===== src/rtl/eas_pkg.sv =====
// Character constants and classification functions for the email address checker.
package eas_pkg;

    localparam logic [7:0] CHAR_AT   = 8'h40;
    localparam logic [7:0] CHAR_DOT  = 8'h2E;
    localparam logic [7:0] CHAR_DASH = 8'h2D;

    localparam int AT_COUNT_W      = 2;
    localparam int WORD_COUNT_W    = 2;
    localparam logic [WORD_COUNT_W-1:0] MIN_DOMAIN_WORDS = WORD_COUNT_W'(2);
    localparam logic [AT_COUNT_W-1:0]   AT_COUNT_MAX     = AT_COUNT_W'(2);

    function automatic logic is_letter(input logic [7:0] c);
        return (c inside {[8'h61:8'h7A]}) || (c inside {[8'h41:8'h5A]});
    endfunction

    function automatic logic is_digit(input logic [7:0] c);
        return c inside {[8'h30:8'h39]};
    endfunction

    function automatic logic is_alnum(input logic [7:0] c);
        return is_letter(c) || is_digit(c);
    endfunction

    function automatic logic is_separator(input logic [7:0] c);
        return (c == CHAR_AT) || (c == CHAR_DOT);
    endfunction

endpackage


===== src/rtl/email_address_syntax_check.sv =====
// Streaming email address syntax checker, one character per transfer.
// A terminator passes through the input register and then the result register, which
// presents its verdict; it waits in the input register while the output is stalled.
// One character or terminator per cycle unless stalled, set by the state update.
// Reset: rst_n asynchronously empties the input and output registers and returns
// the checker to the start of an address.
module email_address_syntax_check
    import eas_pkg::*;
(
    input  logic       clk,
    input  logic       rst_n,
    input  logic       in_valid,
    output logic       in_stall,
    input  logic [7:0] ch,
    input  logic       terminator,
    output logic       out_valid,
    input  logic       out_stall,
    output logic       is_invalid
);

    // Input register.
    logic       s1_valid_reg, s1_valid_next;
    logic [7:0] s1_ch_reg;
    logic       s1_term_reg;

    // Address state.
    logic [7:0]              prev_char_reg, prev_char_next;
    logic                    at_start_reg, at_start_next;
    logic [AT_COUNT_W-1:0]   at_count_reg, at_count_next;
    logic                    in_domain_reg, in_domain_next;
    logic [WORD_COUNT_W-1:0] word_count_reg, word_count_next;
    logic                    error_reg, error_next;

    // Result register.
    logic out_valid_reg, out_valid_next;
    logic out_is_invalid_reg, out_is_invalid_next;

    logic in_accept;
    logic out_free;
    logic s1_advance;
    logic sep, prev_sep, char_bad, verdict;

    assign out_free   = !out_valid_reg || !out_stall;
    assign s1_advance = s1_valid_reg && (!s1_term_reg || out_free);
    assign in_stall   = s1_valid_reg && !s1_advance;
    assign in_accept  = in_valid && !in_stall;

    assign out_valid  = out_valid_reg;
    assign is_invalid = out_is_invalid_reg;

    assign sep      = is_separator(s1_ch_reg);
    assign prev_sep = !at_start_reg && is_separator(prev_char_reg);
    assign verdict  = error_reg || at_start_reg || (word_count_reg < MIN_DOMAIN_WORDS)
                      || !is_alnum(prev_char_reg);

    always_comb
    begin
        char_bad = !(is_alnum(s1_ch_reg) || (s1_ch_reg == CHAR_DASH) || sep);
        if (at_start_reg)
        begin
            char_bad = char_bad || !is_letter(s1_ch_reg);
        end
        else
        begin
            char_bad = char_bad || (prev_sep && !is_letter(s1_ch_reg))
                       || (sep && !is_alnum(prev_char_reg));
        end
        // A second '@' is an error whether or not the count has saturated.
        if ((s1_ch_reg == CHAR_AT) && (at_count_reg != '0))
        begin
            char_bad = 1'b1;
        end
    end

    always_comb
    begin
        prev_char_next  = prev_char_reg;
        at_start_next   = at_start_reg;
        at_count_next   = at_count_reg;
        in_domain_next  = in_domain_reg;
        word_count_next = word_count_reg;
        error_next      = error_reg;
        if (s1_advance)
        begin
            if (s1_term_reg)
            begin
                prev_char_next  = '0;
                at_start_next   = 1'b1;
                at_count_next   = '0;
                in_domain_next  = 1'b0;
                word_count_next = '0;
                error_next      = 1'b0;
            end
            else
            begin
                if (s1_ch_reg == CHAR_AT)
                begin
                    in_domain_next = 1'b1;
                    if (at_count_reg < AT_COUNT_MAX)
                    begin
                        at_count_next = at_count_reg + AT_COUNT_W'(1);
                    end
                end
                // A new domain word begins at the character after a separator.
                if (in_domain_next && prev_sep && (word_count_reg < MIN_DOMAIN_WORDS))
                begin
                    word_count_next = word_count_reg + WORD_COUNT_W'(1);
                end
                error_next     = error_reg || char_bad;
                prev_char_next = s1_ch_reg;
                at_start_next  = 1'b0;
            end
        end
    end

    always_comb
    begin
        s1_valid_next       = in_accept || (s1_valid_reg && !s1_advance);
        out_valid_next      = out_valid_reg && out_stall;
        out_is_invalid_next = out_is_invalid_reg;
        if (s1_advance && s1_term_reg)
        begin
            out_valid_next      = 1'b1;
            out_is_invalid_next = verdict;
        end
    end

    always_ff @(posedge clk or negedge rst_n)
    begin
        if (!rst_n)
        begin
            s1_valid_reg   <= 1'b0;
            out_valid_reg  <= 1'b0;
            prev_char_reg  <= '0;
            at_start_reg   <= 1'b1;
            at_count_reg   <= '0;
            in_domain_reg  <= 1'b0;
            word_count_reg <= '0;
            error_reg      <= 1'b0;
        end
        else
        begin
            s1_valid_reg   <= s1_valid_next;
            out_valid_reg  <= out_valid_next;
            prev_char_reg  <= prev_char_next;
            at_start_reg   <= at_start_next;
            at_count_reg   <= at_count_next;
            in_domain_reg  <= in_domain_next;
            word_count_reg <= word_count_next;
            error_reg      <= error_next;
        end
    end

    always_ff @(posedge clk)
    begin
        if (in_accept)
        begin
            s1_ch_reg   <= ch;
            s1_term_reg <= terminator;
        end
        out_is_invalid_reg <= out_is_invalid_next;
    end

endmodule


===== config.mk =====
export PLATFORM = sky130hd
export DESIGN_NAME = email_address_syntax_check
export DESIGN_NICKNAME = d
export VERILOG_FILES = /design/src/rtl/eas_pkg.sv /design/src/rtl/email_address_syntax_check.sv
export SDC_FILE = /design/constraint.sdc
export NUM_CORES = 1
export LEC_CHECK = 0
export BUFFER_PORTS_ARGS = -buffer_cell sky130_fd_sc_hd__buf_4
export CELL_PAD_IN_SITES_DETAIL_PLACEMENT = 0
export CELL_PAD_IN_SITES_GLOBAL_PLACEMENT = 1
export CORE_MARGIN = 10
export CORE_UTILIZATION = 44
export DETAILED_ROUTE_END_ITERATION = 8
export PLACE_DENSITY = 0.79
export SYNTH_ARGS = -nofsm -noshare
export SYNTH_HDL_FRONTEND = slang
export SYNTH_SLANG_ARGS = --single-unit

===== constraint.sdc =====
create_clock -name clk -period 2.14 [get_ports clk]
set_clock_uncertainty 0.15 [all_clocks]
set_input_delay 0.214 -clock clk [delete_from_list [all_inputs] [get_ports clk]]
set_output_delay 0.214 -clock clk [all_outputs]
set_load 0.05 [all_outputs]

==> results_dict.tcl <==
set metrics [dict create \
    status "finished clean" \
    cp_slowest_cell "edfxtp_1" \
    drtAntennaViolNets 0 \
    netlist_area_sq_um 1360 \
    synth_top_area_share_pct 29.5 \
    clock_latency_ns 0.32 \
    drt-total-wl_microns 2740 \
    design.final.nets 175 \
    post_cts_buffers 0 \
    p_leak_nw 0.709 \
    syn_inst 130 \
    synth.largest_area_cell "dfrtp_1" \
    r2r_cells 5 \
    p_per_area_nw_per_um2 615 \
    rrSetupSlack_ns 0.25 \
    hold_slack_ns 0.120 \
    path_clk_slew_ns 0.14 \
    gp_congestion 0.774 \
    htreeDepth 1 \
    path_depth 5 \
    slowest_delay_ns 0.51 \
    numPortBuffers 15 \
    vias 1085 \
    min_period_ns 1.89 \
    ir_worst_vdd_mv 0.356 \
    cts-buffers-inserted 3 \
    die_area_sq_um 5710 \
    worst-setup-path-type "register to register" \
    drt_iter0_markers 40 \
    cts_root_buf "clkbuf_4" \
    yosysSeqAreaShare_pct 53.5 \
    register_area_sq_um 727 \
    cp-end-kind "register" \
    synthTopCellsByArea "dfrtp_1 (29%), edfxtp_1 (22%), nand2_1 (6.9%), nand3b_1 (5.0%), nor2_1 (2.8%)" \
    hold_buffers 12 \
    finalMaxSlewViolations 0 \
    route.detailed.drc 0 \
    path_cells "nor3_4, nand3_2, a2111oi_4, xnor2_1, o21ai_1" \
    core_area_sq_um 3000 \
    cp_top_family "flip-flops" \
    arrival_ns 1.96 \
    fp.dieW_microns 75.6 \
    first_pass_iters 4 \
    critPathLaunchType "register" \
    max_cap_violations 0 \
    grt_pass1_wl_microns 4980 \
    final_core_util_pct 55.0 \
    required_ns 2.21 \
    placementRows 20 \
    synth_fp_nets 144 \
    worst-path-max-fanout 6 \
    r2r_end "word_count_reg[0]$_DFFE_PN0P_" \
    num-fill-cells 265 \
    yosys_warnings 0 \
    max_freq_mhz 530 \
    tns_ns 0 \
    worstHoldPathType "input pin to asynchronous set/reset pin" \
    cts_tree "done" \
    tightest_slew_ns 0.459 \
    hold_violations 0 \
    initial_core_util_pct 45.2 \
    synth_cell_type_count 39 \
    crit_start "s1_ch_reg[2]$_DFFE_PP_" \
    crit_buf_inv 0 \
    vias_per_cell 5.62 \
    cts_resized 0 \
    finalCritPeriodShare_pct 88.1 \
    ys_seq_elements 27 \
    clockBufferDepth 2 \
    io_pins 16 \
    max-slew-margin-rel_pct 69.4 \
    diodes 0 \
    hpwl_microns 2070 \
    cts_sinks 27 \
    grt_use_total_pct 11.0 \
    drive_gt1_share_pct 16.9 \
    antenna_found_initial 0 \
    reg2reg_from "s1_ch_reg[2]$_DFFE_PP_" \
    setup_viol 0 \
    syn_area_per_cell_sq_um 10.5 \
    cp-endpoint "word_count_reg[0]$_DFFE_PN0P_" \
    dieHeight_microns 75.6 \
    multi_input_area_sq_um 588 \
    rsz0062_at_grt "false" \
    grt_pass1_vias 1148 \
    wl_per_cell_microns 14.2 \
    overflow 0 \
    area_growth_pct 21.6 \
    grt_max_degree 18 \
]
## worst register-to-register path, stage by stage (launching register included)
cell	delay [ns]
edfxtp_1	0.51
nor3_4	0.30
nand3_2	0.16
a2111oi_4	0.42
xnor2_1	0.17
o21ai_1	0.08
## routing by layer
layer  vias to the layer above  track usage [%]  part of all wire, %
met4                         0             4.33                  1.4
met2                        17             18.0                   50
met3                         5             2.47                  3.2
met1                       533             13.7                   45
li1                        530                -                    -
met5                         -                0                    0
## final cells by class
class                           instances  share of cell area [%]
Sequential cell                        27                    44.0
Tap cell                               33                    2.50
Multi-Input combinational cell         94                    35.6
Timing Repair Buffer                   29                    15.0
Clock buffer                            4                    1.59
Inverter                                6                    1.36
## kinds of logic after synthesis
group           count (synthesis)  synth area share (%)
compound gates                 24                  13.5
xor+xnor                        1                 0.645
fa+ha+maj                       1                 0.921
buf+inv                         9                  3.22
flops                          27                  53.5
simple gates                   68                  28.2
## how the worst min path moves through the flow
stage	to	slack, ns	depth (start not counted)
floorplan	at_count_reg[0]$_DFFE_PN0P_	-0.23	0
global placement	word_count_reg[0]$_DFFE_PN0P_	-0.06	1
detailed placement	word_count_reg[1]$_DFFE_PN0P_	-0.06	1
CTS	word_count_reg[1]$_DFFE_PN0P_	0.12	2
global route	word_count_reg[1]$_DFFE_PN0P_	0.14	2
finish	word_count_reg[1]$_DFFE_PN0P_	0.12	2
## synth_stat cells, drive strengths merged
cell type  instances
clkbuf             3
a22o               1
a32oi              2
nand2             25
nand4b             1
nand4              2
dfrtp             16
nor2              11
and4b              1
o21ai              6
nand3              6
a21oi              3
a21o               4
nand3b             9
nor4bb             1
dfstp              1
o21bai             1
a2111oi            1
and3               1
a221oi             1
xnor2              1
a41oi              1
nor3b              1
nor3               3
a211o              1
a211oi             2
o22ai              1
inv                6
edfxtp            10
nor4b              1
ha                 1
nand2b             2
or3                1
and2               3
## power by group
part / total [mW] / switching (mW) / internal, mW
Sequential: 0.630 / 0.0500 / 0.580
Clock: 0.217 / 0.144 / 0.0731
Combinational: 0.170 / 0.0840 / 0.0856
## per-stage QoR
stage                     power (mW)  instance area (sq um)  std cells  setup WS, ns
final                           1.02                   1650        193         0.255
after global routing            1.07                   1650        193         0.145
after CTS                       1.03                   1650        193         0.247
after detailed placement       0.794                   1510        177         0.267
after global placement         0.789                   1510        177         0.345
after floorplan                0.734                   1360        130         0.425
## cell usage in the layout (no fill, tap or decap), drive strengths merged
cell type,n
a2111oi,1
a211o,1
a211oi,2
a21o,4
a21oi,3
a221oi,1
a22o,1
a32oi,2
a41oi,1
and2,3
and3,1
and4b,1
buf,17
clkbuf,4
dfrtp,16
dfstp,1
dlygate4sd3,12
edfxtp,10
ha,1
inv,6
nand2,25
nand2b,2
nand3,6
nand3b,9
nand4,2
nand4b,1
nor2,11
nor3,3
nor3b,1
nor4b,1
nor4bb,1
o21ai,6
o21bai,1
o22ai,1
or3,1
xnor2,1
Note: power is estimated with default switching activity, not from simulation.
